## config.mk

```make
export PLATFORM = sky130hd
export DESIGN_NAME = latency_corrected_trigger_scheduler_core
export DESIGN_NICKNAME = d
export VERILOG_FILES = /design/src/rtl/lcts_pkg.sv /design/src/rtl/lcts_queue_mem.sv /design/src/rtl/latency_corrected_trigger_scheduler_core.sv
export SDC_FILE = /design/constraint.sdc
export NUM_CORES = 2
export LEC_CHECK = 0
export CAP_MARGIN = 10
export CORE_MARGIN = 5
export CORE_UTILIZATION = 48
export DETAILED_ROUTE_END_ITERATION = 7
export DONT_BUFFER_PORTS = 1
export PLACE_DENSITY_LB_ADDON = 0.1
export SYNTH_ARGS = -nofsm -noshare
export SYNTH_HDL_FRONTEND = slang
export SYNTH_SLANG_ARGS = --single-unit
```

## constraint.sdc

```tcl
create_clock -name clk -period 9.5 [get_ports clk]
set_clock_uncertainty 0.05 [all_clocks]
set_input_delay 0.475 -clock clk [delete_from_list [all_inputs] [get_ports clk]]
set_output_delay 0.475 -clock clk [all_outputs]
set_load 0.05 [all_outputs]
```

## src/rtl/lcts_pkg.sv

```systemverilog
// Shared types and codes for the latency-corrected trigger scheduler.
// No dependencies; used by the core and its testbench.
`default_nettype none
package lcts_pkg;

    localparam int unsigned CmdTimeW = 46;
    localparam int unsigned CfgDataW = 24;
    localparam int unsigned TolW     = 20;
    localparam int unsigned IntvW    = 24;

    localparam logic [2:0] MODE_TICK    = 3'd0;
    localparam logic [2:0] MODE_REQUEST = 3'd1;
    localparam logic [2:0] MODE_ECHO    = 3'd2;
    localparam logic [2:0] MODE_SESSION = 3'd3;
    localparam logic [2:0] MODE_LINK    = 3'd4;

    localparam logic [1:0] KIND_FIRE     = 2'd0;
    localparam logic [1:0] KIND_PULSE    = 2'd1;
    localparam logic [1:0] KIND_DECISION = 2'd2;
    localparam logic [1:0] KIND_LATENCY  = 2'd3;

    localparam logic [1:0] SESSION_STOPPED = 2'd0;
    localparam logic [1:0] SESSION_STARTED = 2'd1;

    localparam logic REG_TOLERANCE = 1'b0;
    localparam logic REG_INTERVAL  = 1'b1;

    localparam logic [IntvW-1:0] IntervalReset = 24'd100000;

    typedef struct packed {
        logic [2:0]          mode;
        logic [CmdTimeW-1:0] time_us;
        logic [1:0]          session_code;
        logic                link_on;
    } cmd_t;

    typedef struct packed {
        logic [1:0]          kind;
        logic [CmdTimeW-1:0] fire_time;
        logic signed [47:0]  corrected_time;
        logic signed [31:0]  latency_now;
        logic                accepted;
        logic                last;
    } res_t;

    typedef enum logic [6:0] {
        ST_IDLE   = 7'b0000001,
        ST_SCAN   = 7'b0000010,
        ST_SDRAIN = 7'b0000100,
        ST_CHECK  = 7'b0001000,
        ST_MOVE   = 7'b0010000,
        ST_PULSE  = 7'b0100000,
        ST_FLUSH  = 7'b1000000
    } state_t;

endpackage
`default_nettype wire

```

## src/rtl/lcts_queue_mem.sv

```systemverilog
// Pending trigger time store: one write port, one read port, registered read.
// Depends on nothing outside this file.
`default_nettype none
module lcts_queue_mem #(
    parameter int unsigned DEPTH = 16,
    parameter int unsigned WIDTH = 46
) (
    input  wire logic                     clk,
    input  wire logic                     we,
    input  wire logic [$clog2(DEPTH)-1:0] waddr,
    input  wire logic [WIDTH-1:0]         wdata,
    input  wire logic [$clog2(DEPTH)-1:0] raddr,
    output logic      [WIDTH-1:0]         rdata
);

    logic [WIDTH-1:0] mem [DEPTH];

    always_ff @(posedge clk)
    begin
        if (we)
        begin
            mem[waddr] <= wdata;
        end
        rdata <= mem[raddr];
    end

endmodule
`default_nettype wire

```

## src/rtl/latency_corrected_trigger_scheduler_core.sv

```systemverilog
// Top level of the latency-corrected trigger scheduler.
// Depends on lcts_pkg and lcts_queue_mem.
`default_nettype none
// Commands enter on start while busy is low. Request, echo, session and link
// commands finish in the cycle they are taken; a request or echo gives one
// result beat on the following cycle. A sample tick in a started session
// searches the queue for its earliest entry by reading the queue memory one
// entry a cycle (the search ends by also reading the tail entry), fires it if
// due and the link is up (moving the tail entry into the freed slot), and
// repeats; then it decides on the measurement pulse and flushes the final
// beat. The final beat of a tick comes out in the same cycle that busy drops.
// Result beats appear for exactly one cycle on res, marked by res_valid, with
// res.last on the final beat of each command; the receiver cannot stall them.
module latency_corrected_trigger_scheduler_core #(
    parameter int unsigned QUEUE_DEPTH = 16,
    parameter int unsigned TIME_BITS   = 46
) (
    input  wire logic                       clk,
    input  wire logic                       rst_n,
    input  wire logic                       start,
    output logic                            busy,
    input  wire lcts_pkg::cmd_t             cmd,
    output logic                            res_valid,
    output lcts_pkg::res_t                  res,
    input  wire logic                       cfg_we,
    input  wire logic                       cfg_index,
    input  wire logic [lcts_pkg::CfgDataW-1:0] cfg_data
);

    localparam int unsigned AW = $clog2(QUEUE_DEPTH);
    localparam int unsigned CW = $clog2(QUEUE_DEPTH + 1);
    localparam logic [CW-1:0] CountFull = CW'(QUEUE_DEPTH);
    localparam logic signed [63:0] Corr48Max = 64'sd140737488355327;
    localparam logic signed [63:0] Corr48Min = -64'sd140737488355328;
    localparam logic signed [63:0] Lat32Max  = 64'sd2147483647;
    localparam logic signed [63:0] Lat32Min  = -64'sd2147483648;

    // configuration
    logic [lcts_pkg::TolW-1:0]  tol_reg;
    logic [lcts_pkg::IntvW-1:0] intv_reg;

    // scheduler state
    lcts_pkg::state_t     state_reg, state_next;
    logic [CW-1:0]        count_reg;
    logic signed [31:0]   lat_reg;
    logic [TIME_BITS-1:0] pulse_t_reg;
    logic signed [47:0]   corr_reg;
    logic [1:0]           session_reg;
    logic                 link_reg;
    logic [TIME_BITS-1:0] tick_t_reg;

    // search
    logic [AW-1:0]        idx_reg;
    logic                 rv_reg;
    logic [AW-1:0]        rv_idx_reg;
    logic [AW-1:0]        best_idx_reg;
    logic [TIME_BITS-1:0] best_val_reg;

    // held beat: the newest result of a tick waits here until its successor
    // or the end of the tick tells whether it is the last one
    logic                 hold_valid_reg;
    lcts_pkg::res_t       hold_reg;

    // memory ports
    logic                 mem_we;
    logic [AW-1:0]        mem_waddr;
    logic [TIME_BITS-1:0] mem_wdata;
    logic [AW-1:0]        mem_raddr;
    logic [TIME_BITS-1:0] mem_rdata;

    logic [61:0]          t_wide;
    logic [TIME_BITS-1:0] t_in;
    logic signed [63:0]   t_s;
    logic signed [63:0]   corr_sum;
    logic signed [47:0]   corr_sat;
    logic signed [63:0]   lat_diff;
    logic signed [31:0]   lat_sat;
    logic                 req_ok;
    logic                 take;
    logic [CW-1:0]        count_m1;
    logic                 due;
    logic signed [63:0]   pulse_gap;
    logic                 pulse_ok;

    assign take     = start && !busy;
    assign busy     = (state_reg != lcts_pkg::ST_IDLE);
    assign t_wide   = 62'(cmd.time_us);
    assign t_in     = t_wide[TIME_BITS-1:0];
    assign t_s      = $signed(64'(t_in));
    assign count_m1 = count_reg - CW'(1);

    // corrected time = sample time + latency, clipped to 48 bits
    assign corr_sum = t_s + 64'(lat_reg);
    always_comb
    begin
        if (corr_sum > Corr48Max)
        begin
            corr_sat = 48'(Corr48Max);
        end
        else if (corr_sum < Corr48Min)
        begin
            corr_sat = 48'(Corr48Min);
        end
        else
        begin
            corr_sat = corr_sum[47:0];
        end
    end

    // latency = echo time - last pulse time, clipped to 32 bits
    assign lat_diff = t_s - $signed(64'(pulse_t_reg));
    always_comb
    begin
        if (lat_diff > Lat32Max)
        begin
            lat_sat = 32'(Lat32Max);
        end
        else if (lat_diff < Lat32Min)
        begin
            lat_sat = 32'(Lat32Min);
        end
        else
        begin
            lat_sat = lat_diff[31:0];
        end
    end

    assign req_ok = link_reg && (count_reg < CountFull) &&
                    (t_s > (64'(corr_reg) - $signed(64'(tol_reg))));
    assign due    = $signed(64'(best_val_reg)) <= 64'(corr_reg);
    assign pulse_gap = $signed(64'(tick_t_reg)) - $signed(64'(pulse_t_reg));
    assign pulse_ok  = link_reg && (pulse_gap >= $signed(64'(intv_reg)));

    // memory access: append on request, move tail into freed slot on fire
    always_comb
    begin
        mem_we    = 1'b0;
        mem_waddr = best_idx_reg;
        mem_wdata = mem_rdata;
        if (state_reg == lcts_pkg::ST_MOVE)
        begin
            mem_we = 1'b1;
        end
        else if (take && cmd.mode == lcts_pkg::MODE_REQUEST && req_ok)
        begin
            mem_we    = 1'b1;
            mem_waddr = count_reg[AW-1:0];
            mem_wdata = t_in;
        end
        if (state_reg == lcts_pkg::ST_SCAN)
        begin
            mem_raddr = idx_reg;
        end
        else
        begin
            mem_raddr = count_m1[AW-1:0];
        end
    end

    lcts_queue_mem #(
        .DEPTH (QUEUE_DEPTH),
        .WIDTH (TIME_BITS)
    ) u_mem (
        .clk   (clk),
        .we    (mem_we),
        .waddr (mem_waddr),
        .wdata (mem_wdata),
        .raddr (mem_raddr),
        .rdata (mem_rdata)
    );

    always_comb
    begin
        state_next = state_reg;
        case (state_reg)
            lcts_pkg::ST_IDLE:
            begin
                if (take && cmd.mode == lcts_pkg::MODE_TICK &&
                    session_reg == lcts_pkg::SESSION_STARTED)
                begin
                    state_next = (count_reg == '0) ? lcts_pkg::ST_PULSE
                                                   : lcts_pkg::ST_SCAN;
                end
            end
            lcts_pkg::ST_SCAN:
            begin
                if (CW'(idx_reg) == count_m1)
                begin
                    state_next = lcts_pkg::ST_SDRAIN;
                end
            end
            lcts_pkg::ST_SDRAIN: state_next = lcts_pkg::ST_CHECK;
            lcts_pkg::ST_CHECK:
            begin
                state_next = (due && link_reg) ? lcts_pkg::ST_MOVE
                                               : lcts_pkg::ST_PULSE;
            end
            lcts_pkg::ST_MOVE:
            begin
                state_next = (count_reg == '0) ? lcts_pkg::ST_PULSE
                                               : lcts_pkg::ST_SCAN;
            end
            lcts_pkg::ST_PULSE: state_next = lcts_pkg::ST_FLUSH;
            lcts_pkg::ST_FLUSH: state_next = lcts_pkg::ST_IDLE;
            default:            state_next = lcts_pkg::ST_IDLE;
        endcase
    end

    always_ff @(posedge clk or negedge rst_n)
    begin
        if (!rst_n)
        begin
            state_reg      <= lcts_pkg::ST_IDLE;
            tol_reg        <= '0;
            intv_reg       <= lcts_pkg::IntervalReset;
            count_reg      <= '0;
            lat_reg        <= '0;
            pulse_t_reg    <= '0;
            corr_reg       <= '0;
            session_reg    <= lcts_pkg::SESSION_STOPPED;
            link_reg       <= 1'b0;
            idx_reg        <= '0;
            rv_reg         <= 1'b0;
            hold_valid_reg <= 1'b0;
            res_valid      <= 1'b0;
        end
        else
        begin
            state_reg <= state_next;
            res_valid <= 1'b0;
            rv_reg    <= (state_reg == lcts_pkg::ST_SCAN);

            if (cfg_we)
            begin
                if (cfg_index == lcts_pkg::REG_TOLERANCE)
                begin
                    tol_reg <= cfg_data[lcts_pkg::TolW-1:0];
                end
                else
                begin
                    intv_reg <= cfg_data;
                end
            end

            if (state_reg == lcts_pkg::ST_IDLE && take)
            begin
                case (cmd.mode)
                    lcts_pkg::MODE_TICK:
                    begin
                        if (session_reg == lcts_pkg::SESSION_STARTED)
                        begin
                            corr_reg <= corr_sat;
                            idx_reg  <= '0;
                        end
                    end
                    lcts_pkg::MODE_REQUEST:
                    begin
                        if (req_ok)
                        begin
                            count_reg <= count_reg + CW'(1);
                        end
                        res_valid <= 1'b1;
                    end
                    lcts_pkg::MODE_ECHO:
                    begin
                        lat_reg   <= lat_sat;
                        res_valid <= 1'b1;
                    end
                    lcts_pkg::MODE_SESSION:
                    begin
                        if (cmd.session_code != session_reg)
                        begin
                            session_reg <= cmd.session_code;
                            if (cmd.session_code == lcts_pkg::SESSION_STOPPED)
                            begin
                                lat_reg     <= '0;
                                pulse_t_reg <= '0;
                            end
                        end
                    end
                    lcts_pkg::MODE_LINK:
                    begin
                        link_reg <= cmd.link_on;
                    end
                    default:
                    begin
                    end
                endcase
            end

            if (state_reg == lcts_pkg::ST_SCAN)
            begin
                idx_reg <= idx_reg + AW'(1);
            end

            if (state_reg == lcts_pkg::ST_MOVE)
            begin
                idx_reg <= '0;
            end

            // fire: drop the entry from the count, hold its beat
            if (state_reg == lcts_pkg::ST_CHECK && due && link_reg)
            begin
                count_reg      <= count_m1;
                hold_valid_reg <= 1'b1;
                res_valid      <= hold_valid_reg;
            end

            if (state_reg == lcts_pkg::ST_PULSE && pulse_ok)
            begin
                pulse_t_reg    <= tick_t_reg;
                hold_valid_reg <= 1'b1;
                res_valid      <= hold_valid_reg;
            end

            if (state_reg == lcts_pkg::ST_FLUSH)
            begin
                hold_valid_reg <= 1'b0;
                res_valid      <= hold_valid_reg;
            end
        end
    end

    // payload registers
    always_ff @(posedge clk)
    begin
        if (state_reg == lcts_pkg::ST_IDLE && take)
        begin
            tick_t_reg <= t_in;
            res.kind           <= (cmd.mode == lcts_pkg::MODE_ECHO) ?
                                  lcts_pkg::KIND_LATENCY : lcts_pkg::KIND_DECISION;
            res.fire_time      <= lcts_pkg::CmdTimeW'(t_in);
            res.corrected_time <= corr_reg;
            res.latency_now    <= (cmd.mode == lcts_pkg::MODE_ECHO) ? lat_sat : lat_reg;
            res.accepted       <= (cmd.mode == lcts_pkg::MODE_REQUEST) && req_ok;
            res.last           <= 1'b1;
        end

        // keep the earliest entry, first index on a tie
        if (rv_reg && (rv_idx_reg == '0 || mem_rdata < best_val_reg))
        begin
            best_val_reg <= mem_rdata;
            best_idx_reg <= rv_idx_reg;
        end
        rv_idx_reg <= idx_reg;

        if ((state_reg == lcts_pkg::ST_CHECK && due && link_reg) ||
            (state_reg == lcts_pkg::ST_PULSE && pulse_ok))
        begin
            res.kind           <= hold_reg.kind;
            res.fire_time      <= hold_reg.fire_time;
            res.corrected_time <= hold_reg.corrected_time;
            res.latency_now    <= hold_reg.latency_now;
            res.accepted       <= hold_reg.accepted;
            res.last           <= 1'b0;
            hold_reg.kind           <= (state_reg == lcts_pkg::ST_CHECK) ?
                                       lcts_pkg::KIND_FIRE : lcts_pkg::KIND_PULSE;
            hold_reg.fire_time      <= (state_reg == lcts_pkg::ST_CHECK) ?
                                       lcts_pkg::CmdTimeW'(best_val_reg) :
                                       lcts_pkg::CmdTimeW'(tick_t_reg);
            hold_reg.corrected_time <= corr_reg;
            hold_reg.latency_now    <= lat_reg;
            hold_reg.accepted       <= 1'b0;
            hold_reg.last           <= 1'b1;
        end

        if (state_reg == lcts_pkg::ST_FLUSH)
        begin
            res <= hold_reg;
        end
    end

    // a beat that is not last only comes out while a tick is still running
    assert property (@(posedge clk) disable iff (!rst_n)
        res_valid && !res.last |-> busy)
        else $error("non-final beat outside a tick");

    // the queue never holds more than its depth
    assert property (@(posedge clk) disable iff (!rst_n)
        count_reg <= CountFull)
        else $error("queue count overflow");

    // a search only runs over a non-empty queue
    assert property (@(posedge clk) disable iff (!rst_n)
        state_reg == lcts_pkg::ST_SCAN |-> count_reg != '0)
        else $error("search of an empty queue");

endmodule
`default_nettype wire

```

==> impl_metrics.py <==
metrics = {
    "place": {
        "hpwl_mm": 123.3,
        "pre_cts_slack_ns": 1.710,
        "portBuffers": 0,
        "place_congestion": 0.9635,
    },
    "sta": {
        "fmax_mhz": 127.6,
        "grt_setup_unrepaired": "no",
        "fin_ws_ns": 1.660,
        "post-route-period-util_pct": 82.53,
        "slew_at_the_pin_with_the_worst_max_slew_slack_ns": 1.176,
        "final_hold_viol_count": 0,
        "setup_total_negative_slack_ns": 0,
        "finalCriticalPeriod_ns": 7.840,
        "slew_limit_fails": 0,
        "report.final.setup_viol": 0,
        "worst_slew_margin_rel_pct": 21.40,
    },
    "power": {
        "p_per_area_nw_per_um2": 264.9,
        "irDropWorstVdd_mv": 0.1558,
        "power_leakage_nw": 26.70,
    },
    "logic_synthesis": {
        "fraction_of_registers_with_async_set_or_reset_after_synthesis_pct": 14.43,
        "synth-warning-count": 0,
        "netlist-cell-type-count": 100,
        "netlist_top_cells_area": "sky130_fd_sc_hd__edfxtp_1, sky130_fd_sc_hd__dfrtp_1, sky130_fd_sc_hd__mux4_2, sky130_fd_sc_hd__ha_1, sky130_fd_sc_hd__nand2_1",
        "seq_area_frac_synth_pct": 60.28,
        "count_of_flip_flops_with_a_built_in_enable_after_synthesis": 1089,
        "mappedNetlistNets": 5279,
        "synth.cell_area_sq_um": 63900,
        "total_of_flip_flops_plus_latches_after_synthesis": 1331,
        "synth_top_cell_area_share_pct": 51.18,
        "yosys.area.top_type": "sky130_fd_sc_hd__edfxtp_1",
        "syn-instance-count": 4871,
        "avgSynthCellArea_sq_um": 13.12,
        "dominantRegCellSynth": "sky130_fd_sc_hd__edfxtp_1",
    },
    "detailed_routing": {
        "dr_pass1_iterations": 6,
        "first_iter_violations": 4051,
        "route.detailed.drc": 0,
        "antenna_left": 0,
        "vias_per_cell": 6.033,
        "finalWirelength_mm": 187.0,
        "wl_per_cell_um": 27.38,
        "vias": 41190,
    },
    "floorplan": {
        "io_pins": 213,
        "chipWidth_um": 374.9,
        "initial_core_util_pct": 48.42,
        "die_y_um": 374.9,
        "design.die.area_sq_um": 140500,
        "number_of_standard_cell_rows_in_the_floorplan": 133,
        "core_area_sq_um": 132000,
    },
    "cells_and_area": {
        "final_layout_size_suffix_gt1_share_pct": 12.46,
        "area_delta_synth_final_pct": 12.20,
        "final_common_cell": "sky130_fd_sc_hd__edfxtp_1",
        "number_of_flip_flops_in_the_largest_register": 736,
        "fillerInstances": 10980,
        "mostFrequentLayoutCells": "sky130_fd_sc_hd__edfxtp_1, sky130_fd_sc_hd__nand2_1, sky130_fd_sc_hd__o21ai_0, sky130_fd_sc_hd__a21oi_1, sky130_fd_sc_hd__ha_1",
        "nNetsFinal": 5353,
    },
    "critical_path": {
        "critPathKind": "flop to flop",
        "timing.critical_path.required_ns": 9.89,
        "timing.reg2reg.setup_slack_ns": 1.66,
        "worst-path-max-fanout": 78,
        "critical_path.endpoint_type": "flop",
        "arrival_ns": 8.23,
        "critical_path.startpoint_type": "flop",
    },
    "global_route": {
        "globalRouteOverflowTotal": 0,
        "antenna_violations_before_repair": 22,
        "global_route.usage.total_pct": 26.19,
        "maximum_number_of_pins_on_one_net_before_global_route_repair": 193,
        "wire_length_of_the_first_global_routing_pass_mm": 270.8,
        "grt_pass1_vias": 39630,
    },
    "clock_network": {
        "path_clk_slew_ns": 0.06,
        "post_cts_resize_count": 0,
        "clock-sinks": 1331,
        "cts_tree": "done",
        "cts_buffer_depth": 3,
        "cts_made_buffers": 143,
        "h-tree-depth": 4,
        "worstSkewPairLatency_ns": 0.80,
        "cts_root_buffer": "sky130_fd_sc_hd__clkbuf_16",
    },
    "outcome": {
        "run_status": "complete, no violations",
    },
    "run": {
        "cap_viol_max_count": 0,
    },
    "min_path": {
        "min_path_type": "primary input to flop",
    },
}
[synthesized netlist by cell type (30+ instances only)]
cell and count:
sky130_fd_sc_hd__edfxtp_1 1089, sky130_fd_sc_hd__nand2_1 469, sky130_fd_sc_hd__o21ai_0 342, sky130_fd_sc_hd__a21oi_1 341
sky130_fd_sc_hd__ha_1 323, sky130_fd_sc_hd__inv_1 288, sky130_fd_sc_hd__nor2_1 188, sky130_fd_sc_hd__dfrtp_1 185
sky130_fd_sc_hd__mux4_2 184, sky130_fd_sc_hd__clkbuf_1 140, sky130_fd_sc_hd__xnor2_1 112, sky130_fd_sc_hd__nand3_1 99
sky130_fd_sc_hd__a21o_1 96, sky130_fd_sc_hd__nor2b_1 90, sky130_fd_sc_hd__mux2_2 79, sky130_fd_sc_hd__nand4_1 77
sky130_fd_sc_hd__a211oi_1 68, sky130_fd_sc_hd__xor2_1 58, sky130_fd_sc_hd__mux2i_1 53, sky130_fd_sc_hd__dfxtp_1 50
sky130_fd_sc_hd__nor3_1 50, sky130_fd_sc_hd__nand2b_1 38, sky130_fd_sc_hd__a221oi_2 30, sky130_fd_sc_hd__o21a_1 30
sky130_fd_sc_hd__o21bai_1 30
[kinds of logic after synthesis]
kind of cell               share of synthesized area (%)
AOI/OAI and AO/OA                                  10.89
xor gates and xnor gates                           2.330
adders and majority gates                          6.450
buffers and inverters                              3.039
DFF                                                60.28
muxes                                              8.708
and+or+nand+nor                                    8.310
[critical path: stages (launching register included)]
cell and delay, ns:
sky130_fd_sc_hd__edfxtp_1 0.42, sky130_fd_sc_hd__ha_1 0.38, sky130_fd_sc_hd__a2111oi_0 0.41, sky130_fd_sc_hd__inv_1 0.11, sky130_fd_sc_hd__o21ai_1 0.19, sky130_fd_sc_hd__nor3b_1 0.75
sky130_fd_sc_hd__a21oi_1 0.48, sky130_fd_sc_hd__xor2_1 0.28, sky130_fd_sc_hd__ha_1 0.34, sky130_fd_sc_hd__nand4_1 0.09, sky130_fd_sc_hd__nor2_1 0.05, sky130_fd_sc_hd__a21oi_1 0.38
sky130_fd_sc_hd__o31ai_1 0.14, sky130_fd_sc_hd__a2111oi_0 0.34, sky130_fd_sc_hd__nand4_1 0.18, sky130_fd_sc_hd__nor4_1 0.27, sky130_fd_sc_hd__nand4_1 0.18, sky130_fd_sc_hd__o2111ai_4 0.27
sky130_fd_sc_hd__nand2_4 0.25, sky130_fd_sc_hd__inv_4 0.52, sky130_fd_sc_hd__nand2_4 0.72, sky130_fd_sc_hd__buf_4 0.61
[path summary, 6_finish.rpt]
check                               startpoint         endpoint  depth (start not counted)
worst max-delay path             tick_t_reg[6]          res[15]                         21
worst min-delay path                    cmd[3]      corr_reg[0]                          2
worst max register to register   tick_t_reg[6]          res[15]                         21
worst min register to register  u_mem.rdata[0]  best_val_reg[0]                          0
max in group asynchronous                rst_n     corr_reg[42]                          2
min in group asynchronous                rst_n  pulse_t_reg[10]                          2
[report_power, final]
part	total [mW]	internal (mW)	switching (mW)
Sequential	7.80	6.87	0.934
Combinational	5.62	2.13	3.50
Clock	5.57	3.22	2.35
Total	19.0	12.2	6.78
[layout make-up]
cell class,count,area [sq um],area share (%)
Sequential cell,1331,38520,53.72
Multi-Input combinational cell,3045,23820,33.22
Clock buffer,197,4046,5.644
Tap cell,1755,2196,3.063
Timing Repair Buffer,134,1364,1.902
Inverter,290,1091,1.522
Clock inverter,66,639.4,0.8918
Antenna cell,9,22.52,0.03141
[metrics by stage]
step	instance area (sq um)	utilization, %	hold WS, ns	power (mW)	std cells
2_1_floorplan	63900	-	0.1294	11.67	4871
3_3_place_gp	66150	50.13	0.1451	13.34	6474
3_5_place_dp	66150	50.13	0.1457	13.34	6474
4_1_cts	71660	54.30	0.0002481	19.01	6817
5_1_grt	71670	54.31	0.02701	19.95	6818
6_report	71690	54.33	0.06003	18.99	6827
[what timing repair did]
action / in CTS / in global routing
hold buffers: 80 / 1
endpoints found under the hold margin: 329 / 1
setup buffers: 0 / 0
[per-layer routing]
layer,up-vias,part of all wire (%),GRT usage [%]
met5,-,0.019,0
li1,18580,-,-
met1,20790,45,38.86
met4,6,3.3,8.336
met2,1526,44,39.14
met3,292,8.0,5.107
Note: power is estimated with default switching activity, not from simulation.
